[config.mk]
export PLATFORM = sky130hd
export DESIGN_NAME = base64_stream_encoder
export DESIGN_NICKNAME = d
export VERILOG_FILES = /design/src/hdl/b64e_pkg.sv /design/src/hdl/b64e_front.sv /design/src/hdl/b64e_fifo.sv /design/src/hdl/b64e_back.sv /design/src/hdl/base64_stream_encoder.sv
export VERILOG_INCLUDE_DIRS = /design/src /design/src/hdl
export SDC_FILE = /design/constraint.sdc
export NUM_CORES = 1
export LEC_CHECK = 0
export BUFFER_PORTS_ARGS = -buffer_cell sky130_fd_sc_hd__buf_2
export CAP_MARGIN = 20
export CELL_PAD_IN_SITES_DETAIL_PLACEMENT = 1
export CELL_PAD_IN_SITES_GLOBAL_PLACEMENT = 2
export CORE_ASPECT_RATIO = 1.25
export CORE_MARGIN = 5
export CORE_UTILIZATION = 44
export CTS_CLUSTER_SIZE = 28
export DETAILED_ROUTE_END_ITERATION = 10
export HOLD_SLACK_MARGIN = 0.1
export PLACE_DENSITY = 0.86
export RECOVER_POWER = 50
export SLEW_MARGIN = 0
export SYNTH_ARGS = -nofsm -noshare
export SYNTH_HDL_FRONTEND = slang
export SYNTH_HIERARCHICAL = 1
export SYNTH_SLANG_ARGS = --single-unit
export TNS_END_PERCENT = 10
[constraint.sdc]
create_clock -name i_clk -period 4.15 [get_ports i_clk]
set_input_delay 0 -clock i_clk [delete_from_list [all_inputs] [get_ports i_clk]]
set_output_delay 0 -clock i_clk [all_outputs]
set_load 0.02 [all_outputs]
[src/hdl/base64_stream_encoder_macros.svh]
// Assertion helpers shared by the encoder modules.
// Every check is clocked on i_clk and held off while i_rst_n is low.
`ifndef BASE64_STREAM_ENCODER_MACROS_SVH
`define BASE64_STREAM_ENCODER_MACROS_SVH

// The property must hold at every enabled clock edge.
`define B64E_ASSERT_ALWAYS(lbl, prop, msg) \
    lbl: assert property (@(posedge i_clk) disable iff (!i_rst_n) (prop)) \
        else $error(msg);

// The condition must never be seen at an enabled clock edge.
`define B64E_ASSERT_NEVER(lbl, cond, msg) \
    `B64E_ASSERT_ALWAYS(lbl, !(cond), msg)

`endif

[src/hdl/b64e_pkg.sv]
`timescale 1ns / 1ps

package b64e_pkg;

    // Bytes held for the group being collected
    localparam logic [1:0] GP_EMPTY = 2'd0;
    localparam logic [1:0] GP_ONE   = 2'd1;
    localparam logic [1:0] GP_TWO   = 2'd2;

    // Number of '=' characters closing a group
    localparam logic [1:0] PAD_NONE = 2'd0;
    localparam logic [1:0] PAD_ONE  = 2'd1;
    localparam logic [1:0] PAD_TWO  = 2'd2;

    // Character slots within one group job
    localparam logic [2:0] SLOT_0  = 3'd0;
    localparam logic [2:0] SLOT_1  = 3'd1;
    localparam logic [2:0] SLOT_2  = 3'd2;
    localparam logic [2:0] SLOT_3  = 3'd3;
    localparam logic [2:0] SLOT_CR = 3'd4;
    localparam logic [2:0] SLOT_LF = 3'd5;

    localparam logic [7:0] CHAR_PAD = 8'h3D;
    localparam logic [7:0] CHAR_CR  = 8'h0D;
    localparam logic [7:0] CHAR_LF  = 8'h0A;

    // One group of work handed from the front end to the character engine
    typedef struct packed {
        logic [23:0] bits;  // up to three bytes, first byte in the top bits
        logic [1:0]  pad;   // trailing '=' count
        logic        brk;   // CR LF follows the group
        logic        last;  // group closes the message
    } t_job;

    // Map a six-bit value onto the standard alphabet
    function automatic logic [7:0] f_sym_char(input logic [5:0] six);
        logic [7:0] v;
        logic [7:0] c;
        v = {2'b00, six};
        if (six < 6'd26) begin
            c = 8'h41 + v;
        end else if (six < 6'd52) begin
            c = 8'h61 + v - 8'd26;
        end else if (six < 6'd62) begin
            c = 8'h30 + v - 8'd52;
        end else if (six == 6'd62) begin
            c = 8'h2B;
        end else begin
            c = 8'h2F;
        end
        return c;
    endfunction

endpackage

[src/hdl/b64e_front.sv]
`timescale 1ns / 1ps
`include "base64_stream_encoder_macros.svh"

module b64e_front
    import b64e_pkg::*;
(
    input  logic       i_clk,
    input  logic       i_rst_n,
    input  logic       i_valid,
    output logic       o_stall,
    input  logic [7:0] i_data_byte,
    input  logic       i_last_byte,
    input  logic       i_cfg_valid,
    output logic       o_cfg_ready,
    input  logic [5:0] i_cfg_data,
    input  logic       i_q_full,
    output logic       o_push,
    output t_job       o_job
);

    logic [5:0]  r_line_groups;
    logic [1:0]  r_group_pos, n_group_pos;
    logic [15:0] r_held, n_held;
    logic [5:0]  r_line_count, n_line_count;
    logic [5:0]  line_inc;
    logic        accept;

    assign o_cfg_ready = 1'b1;
    assign o_stall     = i_q_full;
    assign accept      = i_valid && !i_q_full;
    assign line_inc    = r_line_count + 6'd1;

    // Collect bytes into groups and decide what each beat produces
    always_comb begin
        n_group_pos  = r_group_pos;
        n_held       = r_held;
        n_line_count = r_line_count;
        o_push       = 1'b0;
        o_job        = '0;
        if (accept) begin
            unique case (r_group_pos)
                GP_EMPTY: begin
                    n_held      = {i_data_byte, 8'h00};
                    n_group_pos = GP_ONE;
                    if (i_last_byte) begin
                        o_push     = 1'b1;
                        o_job.bits = {i_data_byte, 16'h0000};
                        o_job.pad  = PAD_TWO;
                    end
                end
                GP_ONE: begin
                    n_held      = {r_held[15:8], i_data_byte};
                    n_group_pos = GP_TWO;
                    if (i_last_byte) begin
                        o_push     = 1'b1;
                        o_job.bits = {r_held[15:8], i_data_byte, 8'h00};
                        o_job.pad  = PAD_ONE;
                    end
                end
                default: begin
                    o_push      = 1'b1;
                    o_job.bits  = {r_held, i_data_byte};
                    o_job.pad   = PAD_NONE;
                    n_group_pos = GP_EMPTY;
                    n_held      = '0;
                    if (r_line_groups != 6'd0) begin
                        if (line_inc == r_line_groups) begin
                            o_job.brk    = 1'b1;
                            n_line_count = '0;
                        end else begin
                            n_line_count = line_inc;
                        end
                    end
                end
            endcase
            // Close the message: clear group and line position
            if (i_last_byte) begin
                o_job.last   = 1'b1;
                n_group_pos  = GP_EMPTY;
                n_held       = '0;
                n_line_count = '0;
            end
        end
    end

    // Hold front-end state and the line length register
    always_ff @(posedge i_clk) begin
        if (!i_rst_n) begin
            r_line_groups <= '0;
            r_group_pos   <= GP_EMPTY;
            r_held        <= '0;
            r_line_count  <= '0;
        end else begin
            if (i_cfg_valid && o_cfg_ready) begin
                r_line_groups <= i_cfg_data;
            end
            r_group_pos  <= n_group_pos;
            r_held       <= n_held;
            r_line_count <= n_line_count;
        end
    end

    `B64E_ASSERT_NEVER(a_group_pos_range, r_group_pos == 2'd3,
        "group position reached an unused code")

endmodule

[src/hdl/b64e_fifo.sv]
`timescale 1ns / 1ps
`include "base64_stream_encoder_macros.svh"

module b64e_fifo
    import b64e_pkg::*;
#(
    parameter int DEPTH = 4
) (
    input  logic i_clk,
    input  logic i_rst_n,
    input  logic i_push,
    input  t_job i_job,
    output logic o_full,
    input  logic i_pop,
    output logic o_head_valid,
    output t_job o_head
);

    localparam int PTR_W = (DEPTH > 1) ? $clog2(DEPTH) : 1;
    localparam int CNT_W = $clog2(DEPTH + 1);
    localparam logic [PTR_W-1:0] PTR_LAST = PTR_W'(DEPTH - 1);
    localparam logic [CNT_W-1:0] CNT_FULL = CNT_W'(DEPTH);

    t_job             r_mem [DEPTH];
    logic [PTR_W-1:0] r_wr_ptr;
    logic [PTR_W-1:0] r_rd_ptr;
    logic [CNT_W-1:0] r_count;

    assign o_full       = (r_count == CNT_FULL);
    assign o_head_valid = (r_count != '0);
    assign o_head       = r_mem[r_rd_ptr];

    // Store jobs on push
    always_ff @(posedge i_clk) begin
        if (i_push) begin
            r_mem[r_wr_ptr] <= i_job;
        end
    end

    // Advance pointers and occupancy
    always_ff @(posedge i_clk) begin
        if (!i_rst_n) begin
            r_wr_ptr <= '0;
            r_rd_ptr <= '0;
            r_count  <= '0;
        end else begin
            if (i_push) begin
                r_wr_ptr <= (r_wr_ptr == PTR_LAST) ? '0 : r_wr_ptr + PTR_W'(1);
            end
            if (i_pop) begin
                r_rd_ptr <= (r_rd_ptr == PTR_LAST) ? '0 : r_rd_ptr + PTR_W'(1);
            end
            if (i_push && !i_pop) begin
                r_count <= r_count + CNT_W'(1);
            end else if (i_pop && !i_push) begin
                r_count <= r_count - CNT_W'(1);
            end
        end
    end

    `B64E_ASSERT_NEVER(a_push_when_full, i_push && o_full, "job queue overflow")
    `B64E_ASSERT_NEVER(a_pop_when_empty, i_pop && !o_head_valid, "job queue underflow")

endmodule

[src/hdl/b64e_back.sv]
`timescale 1ns / 1ps
`include "base64_stream_encoder_macros.svh"

module b64e_back
    import b64e_pkg::*;
(
    input  logic       i_clk,
    input  logic       i_rst_n,
    input  logic       i_head_valid,
    input  t_job       i_head,
    output logic       o_pop,
    output logic       o_valid,
    input  logic       i_stall,
    output logic [7:0] o_out_char,
    output logic       o_out_last
);

    logic [2:0] r_slot, n_slot;
    logic       r_valid;
    logic [7:0] r_char;
    logic       r_last;
    logic [2:0] final_slot;
    logic       advance;
    logic       emit;
    logic       at_end;
    logic [7:0] sel_char;

    assign advance    = !r_valid || !i_stall;
    assign emit       = advance && i_head_valid;
    assign final_slot = i_head.brk ? SLOT_LF : SLOT_3;
    assign at_end     = (r_slot == final_slot);
    assign o_pop      = emit && at_end;
    assign n_slot     = at_end ? SLOT_0 : r_slot + 3'd1;

    // Pick the character for the current slot of the head job
    always_comb begin
        unique case (r_slot)
            SLOT_0:  sel_char = f_sym_char(i_head.bits[23:18]);
            SLOT_1:  sel_char = f_sym_char(i_head.bits[17:12]);
            SLOT_2:  sel_char = (i_head.pad == PAD_TWO) ? CHAR_PAD
                                                        : f_sym_char(i_head.bits[11:6]);
            SLOT_3:  sel_char = (i_head.pad != PAD_NONE) ? CHAR_PAD
                                                         : f_sym_char(i_head.bits[5:0]);
            SLOT_CR: sel_char = CHAR_CR;
            SLOT_LF: sel_char = CHAR_LF;
            default: sel_char = CHAR_PAD;
        endcase
    end

    // Step through the slots and hold the output beat until taken
    always_ff @(posedge i_clk) begin
        if (!i_rst_n) begin
            r_slot  <= SLOT_0;
            r_valid <= 1'b0;
        end else begin
            if (advance) begin
                r_valid <= i_head_valid;
            end
            if (emit) begin
                r_slot <= n_slot;
            end
        end
    end

    always_ff @(posedge i_clk) begin
        if (emit) begin
            r_char <= sel_char;
            r_last <= i_head.last && at_end;
        end
    end

    assign o_valid    = r_valid;
    assign o_out_char = r_char;
    assign o_out_last = r_last;

    `B64E_ASSERT_NEVER(a_slot_without_job, (r_slot != SLOT_0) && !i_head_valid,
        "character slot moved with no job at the queue head")
    `B64E_ASSERT_ALWAYS(a_slot_range, r_slot <= SLOT_LF, "character slot out of range")

endmodule

[src/hdl/base64_stream_encoder.sv]
`timescale 1ns / 1ps

// Streaming base64 encoder (standard alphabet). A byte beat is taken in any
// cycle in which the job queue between the byte front end and the character
// engine has room; o_stall is simply that queue being full. Every third byte
// of a message, and the final byte, queues one job, and the engine emits
// one character per cycle while a job is queued and i_stall is low, from a
// single output register: four characters per group, two more for a CR LF
// line break. A group's completing byte passes through the job queue and
// the output register before its first character appears. line_groups is
// written over the cfg channel (always ready) and applies to the next group;
// 0 turns line breaks off. No clearing pass is needed after reset.
module base64_stream_encoder
    import b64e_pkg::*;
#(
    parameter int QUEUE_DEPTH = 4
) (
    input  logic       i_clk,
    input  logic       i_rst_n,
    input  logic       i_valid,
    output logic       o_stall,
    input  logic [7:0] i_data_byte,
    input  logic       i_last_byte,
    output logic       o_valid,
    input  logic       i_stall,
    output logic [7:0] o_out_char,
    output logic       o_out_last,
    input  logic       i_cfg_valid,
    output logic       o_cfg_ready,
    input  logic [5:0] i_cfg_data
);

    logic q_full;
    logic q_push;
    logic q_pop;
    logic q_head_valid;
    t_job q_in_job;
    t_job q_head;

    // Byte front end: grouping, line count, job build
    b64e_front u_front (
        .i_clk       (i_clk),
        .i_rst_n     (i_rst_n),
        .i_valid     (i_valid),
        .o_stall     (o_stall),
        .i_data_byte (i_data_byte),
        .i_last_byte (i_last_byte),
        .i_cfg_valid (i_cfg_valid),
        .o_cfg_ready (o_cfg_ready),
        .i_cfg_data  (i_cfg_data),
        .i_q_full    (q_full),
        .o_push      (q_push),
        .o_job       (q_in_job)
    );

    // Job queue decoupling the two sides
    b64e_fifo #(
        .DEPTH (QUEUE_DEPTH)
    ) u_fifo (
        .i_clk        (i_clk),
        .i_rst_n      (i_rst_n),
        .i_push       (q_push),
        .i_job        (q_in_job),
        .o_full       (q_full),
        .i_pop        (q_pop),
        .o_head_valid (q_head_valid),
        .o_head       (q_head)
    );

    // Character engine
    b64e_back u_back (
        .i_clk        (i_clk),
        .i_rst_n      (i_rst_n),
        .i_head_valid (q_head_valid),
        .i_head       (q_head),
        .o_pop        (q_pop),
        .o_valid      (o_valid),
        .i_stall      (i_stall),
        .o_out_char   (o_out_char),
        .o_out_last   (o_out_last)
    );

endmodule

# Yosys cells after proc, flatten, opt, wreduce, memory -nomap -nowiden
# Memories as Yosys holds them, arrays and structs flattened. A register that Yosys moved wholly into a read port is not among the register bits.
# Cells that the tools add are included.
# totals
n_memories	1
elab_cells	138
reg_bits	50
ram_bits	112
# memory_table
name	words	width	rd	rd_ports_with_merged_regs	write_ports	line	rtl
u_fifo.r_mem	4	28	1	1	1	b64e_fifo.sv:24	t_job r_mem [DEPTH];
# classes
reduce_logical	22
eq_ne	18
magnitude_cmp	12
n_mux	47
add_sub_neg	26
# ops
cell	n
$mux 8	14
$add 7x6->8 const A	8
$mux 26	2
$pmux 26 s2	1
$lt 6x6->1 const B	8
$pmux 8 s6	1
$pmux 16 s2	1
$sub 8x5->8 const B	4
$sub 8x6->8 const B	4
$add 6x6->7 const A	4
$mux 28	1
$eq 6x6->1 const B	4
$lt 6x5->1 const B	4
$mux 3	8
$mux 6	4
$mux 16	1
$mux 2	5
$eq 3x3->1 const B	3
$mux 1	8
$add 3x1->3 const B	2
$add 6x1->6 const B	1
$eq 2x2->1 const B	3
$eq 3x2->1 const B	2
$eq 6x6->1	1
19 further kinds	31

# Logic depth before layout (Yosys ltp)
# logic_depth
word_depth	8
mapped_depth	13
depth_no_buf	11

# Cells and area by module
# The synthesis kept the hierarchy.
# modules_own_cells
mod	cells_per_inst	instances	area_each_um2
b64e_fifo	190	1	4549.4
b64e_back	312	1	2290.9
b64e_front	171	1	1562.7

# Worst setup path before layout
# No wires, ideal clock.
# synth_timing
kind	register -> register
startpoint	register (tool-made name)
endpoint	register u_fifo.r_count[2]
arrival_ps	2827
path_slack_ps	1248
period_less_slack_ps	2902
required_ps	4074
n_path_buf	2
stages_incl_launch_ff	14
path_cell_list	dfxtp_1 -> buf_6 -> buf_12 -> mux4_2 -> and3_1 -> o21ai_0 -> nor2_1 -> inv_1 -> ha_1 -> inv_1 -> fa_1 -> xor2_1 -> or3_1 -> a21boi_0
# synth_rtl
element	line	rtl
end signal, assigned	b64e_fifo.sv:54	r_count <= r_count + CNT_W'(1);
end signal, assigned	b64e_fifo.sv:56	r_count <= r_count - CNT_W'(1);
end, declared	b64e_fifo.sv:27	logic [CNT_W-1:0] r_count;

==> results.cfg <==
[floorplan]
initial_core_util = 0.447
fp.coreArea_sq_um = 18800
fp-row-count = 56
die_x_microns = 134
die_area_sq_um = 22000
chipHeight_microns = 165
i_o_pin_count = 32

[final_layout]
synthToLayoutAreaGrowth_pct = 14.4
most_common_cell_after_layout_fill_and_taps_aside = edfxtp_1
n_antenna_cell = 0
final_core_utilization = 0.512
layout.nets = 782
final_cell_mix = edfxtp_1, nand2_1, dfxtp_1, a21oi_1, ha_1
layout-drive-gt1-share = 0.124

[cts]
cts_tree = yes
tritoncts_num_sinks = 164
cts_made_buffers = 17
root_buffer_cell = clkbuf_16
clk-insertion-delay-late_ns = 0.43
cts.htree.levels = 4
clock_path_buffers = 2
clk_transition_reported_paths_ns = 0.07

[setup_path]
critical_path_class = register to register
timing.critical_path.to_type = register
cp_slowest_stage_delay_ns = 0.65
cp_data_arrival_time_ns = 3.53
cp_max_fo = 15
slowest_stage = dfxtp_2
crit_path_start_kind = register
cp.required_ns = 4.30
critical_path.top_delay_family = multiplexers
crit_buf_inv = 2
crit_path_cell_trace = buf_4 -> mux4_2 -> inv_1 -> ha_1 -> and3b_1 -> or2_2 -> mux2i_1 -> o221a_2 -> nand4_1

[timing]
final_period_util = 0.816
hold_viol = 0
final_max_slew_viol_count = 0
rsz0062_at_grt = false
final.min_clock_period_ns = 3.39
timing.fmax_mhz = 295
report.final.setup_viol = 0
final.setup.tns_ns = 0
worst_clock_skew_ns = 0.0150
worst_pin_slew_ns = 1.38
relative_max_transition_margin = 0.0760

[grt]
vias_in_the_first_global_route = 6327
antenna_violations_before_repair = 0
global_route.usage.total = 0.203
global_route_wire_length_before_repair_mm = 34.4
grt_remaining_overflow = 0
grt_start_max_net_pins = 29

[route]
postRouteAntennaNets = 0
detail_route.iter0.violations = 387
routed-via-count = 5719
drt_pass1_iterations = 4
routed_len_inst_microns = 22.0
totalWireLength_mm = 21.4
via_per_inst = 5.88
drc = 0

[synth]
syn_area_sq_um = 8400
netlist_instances = 673
synth-edff-count = 121
synth_warnings = 6
complex_gate_fraction_of_the_synthesized_area = 0.126
synthMuxAreaShare = 0.0980
synth_cell_types = 71
yosys_register_bits = 164
async_reset_ff_frac = 0
yosys.area_share.simple = 0.129
most_used_flip_flop_cell_after_synthesis = edfxtp_1
synth-seq-area-share = 0.535
synth_top_family_by_area = simple AND/OR/NAND/NOR gates
synth-adder-area-share = 0.0500
synth_xor_xnor_area_share = 0.0246
post_synth.cell_area_avg_sq_um = 12.5
syn-num-nets = 726

[worst_hold_path]
worstHoldPathType = input port to register

[flow_run]
cap_violations = 0

[status]
status = complete, no violations

[place]
numPortBuffers = 30
finalWeightedCongestion = 0.928
estimated_wirelength_of_the_detail_placed_design_mm = 15.4

[power]
p_per_area_nw_per_um2 = 484
ir_worst_vdd_mv = 0.279
power.static_leakage_uw = 0.00346
cells by family after synthesis:
kind of cell             after synthesis
buffers and inverters                 61
multiplexers                          44
XOR/XNOR                              22
other                                  1
adder cells (fa/ha/maj)               33
AND/OR/NAND/NOR                      202
AO/OA/AOI/OAI                        146
flip-flops                           164
repair_timing:
action	4_1_cts	5_1_grt
hold buffers	30	0
setup buffers	0	0
resized for setup	0	0
endpoints found under the hold margin	70	0
final timing paths:
path / slack [ns] / start / cells past startpoint / end
setup / recovery: 0.76 / register / 9 / u_back/o_out_char[2]
hold / removal: 0.21 / i_valid / 4 / u_front/r_line_count[5]
setup reg to reg: 0.76 / register / 9 / u_back/o_out_char[2]
hold reg to reg: 0.47 / u_front/r_held[4] / 2 / u_front/r_held[4]
where the power goes:
| group | switching [uW] | total [uW] | leakage, uW | internal [uW] |
|---|---|---|---|---|
| clock | 626 | 1690 | 0.000298 | 1060 |
| sequential | 65.7 | 1980 | 0.00144 | 1920 |
| combinational | 632 | 987 | 0.00171 | 354 |
cells in the mapped netlist (6+ instances only):
cell / number / area share
inv_1: 30 / 0.013
xnor2_1: 13 / 0.014
nand3_1: 16 / 0.0095
a211oi_1: 7 / 0.0063
nor3_1: 15 / 0.0089
nand2b_1: 6 / 0.0045
nor2b_1: 22 / 0.016
a31oi_1: 6 / 0.0045
o21a_1: 9 / 0.0080
nand4_1: 6 / 0.0045
dfxtp_1: 43 / 0.10
nor2_1: 23 / 0.010
ha_1: 32 / 0.048
edfxtp_1: 121 / 0.43
nand2_1: 57 / 0.025
mux4_1: 8 / 0.025
mux4_2: 20 / 0.054
clkbuf_1: 10 / 0.0045
a22o_1: 25 / 0.026
xor2_1: 8 / 0.0083
o21ai_0: 16 / 0.0095
mux2i_1: 14 / 0.017
buf_2: 11 / 0.0066
and2_1: 12 / 0.0089
or3_1: 6 / 0.0045
and3_1: 12 / 0.0089
a21oi_1: 32 / 0.019
per-stage QoR:
stage               power, uW  setup WS [ns]  instances  area, sq um  hold slack [ns]
detailed placement       2990          0.740        912         8710            0.272
global route             4870          0.615        973         9610            0.255
finish                   4660          0.764        973         9610            0.215
CTS                      4710          0.735        973         9640            0.196
global placement         2940          0.813        912         8710            0.258
floorplan                2680           1.25        673         8400            0.122
area by class of cell:
class | instances | area [sq um]
clock inverters | 13 | 206
fillers | 1941 | 9160
repair buffers | 68 | 485
well taps | 232 | 290
multi-input cells | 448 | 3590
flip-flops and latches | 164 | 4500
inverters | 30 | 113
clock buffers | 18 | 429
state kept, by name, indices dropped and copies added, names as in the netlist, named ones only:
signal and count:
u_front/r_line_groups 6, u_fifo/r_wr_ptr 2, u_front/r_line_count 6, u_back/o_out_char 8, u_front/r_held 16, u_fifo/r_rd_ptr 2
u_fifo/r_mem 112, u_back/o_valid 1, u_back/o_out_last 1, u_back/r_slot 3, u_front/r_group_pos 2, u_fifo/r_count 3
worst min-delay path, stage by stage:
cell and delay, ns:
buf_2 0.12, nand3b_1 0.10, a311oi_1 0.10, a32o_1 0.27
per-layer routing:
metal	share of wire	track usage
met1	0.40	0.223
met2	0.54	0.377
met3	0.028	0.0350
met4	0.038	0.104
met5	0	0
Power figures use the tool's default switching activity.
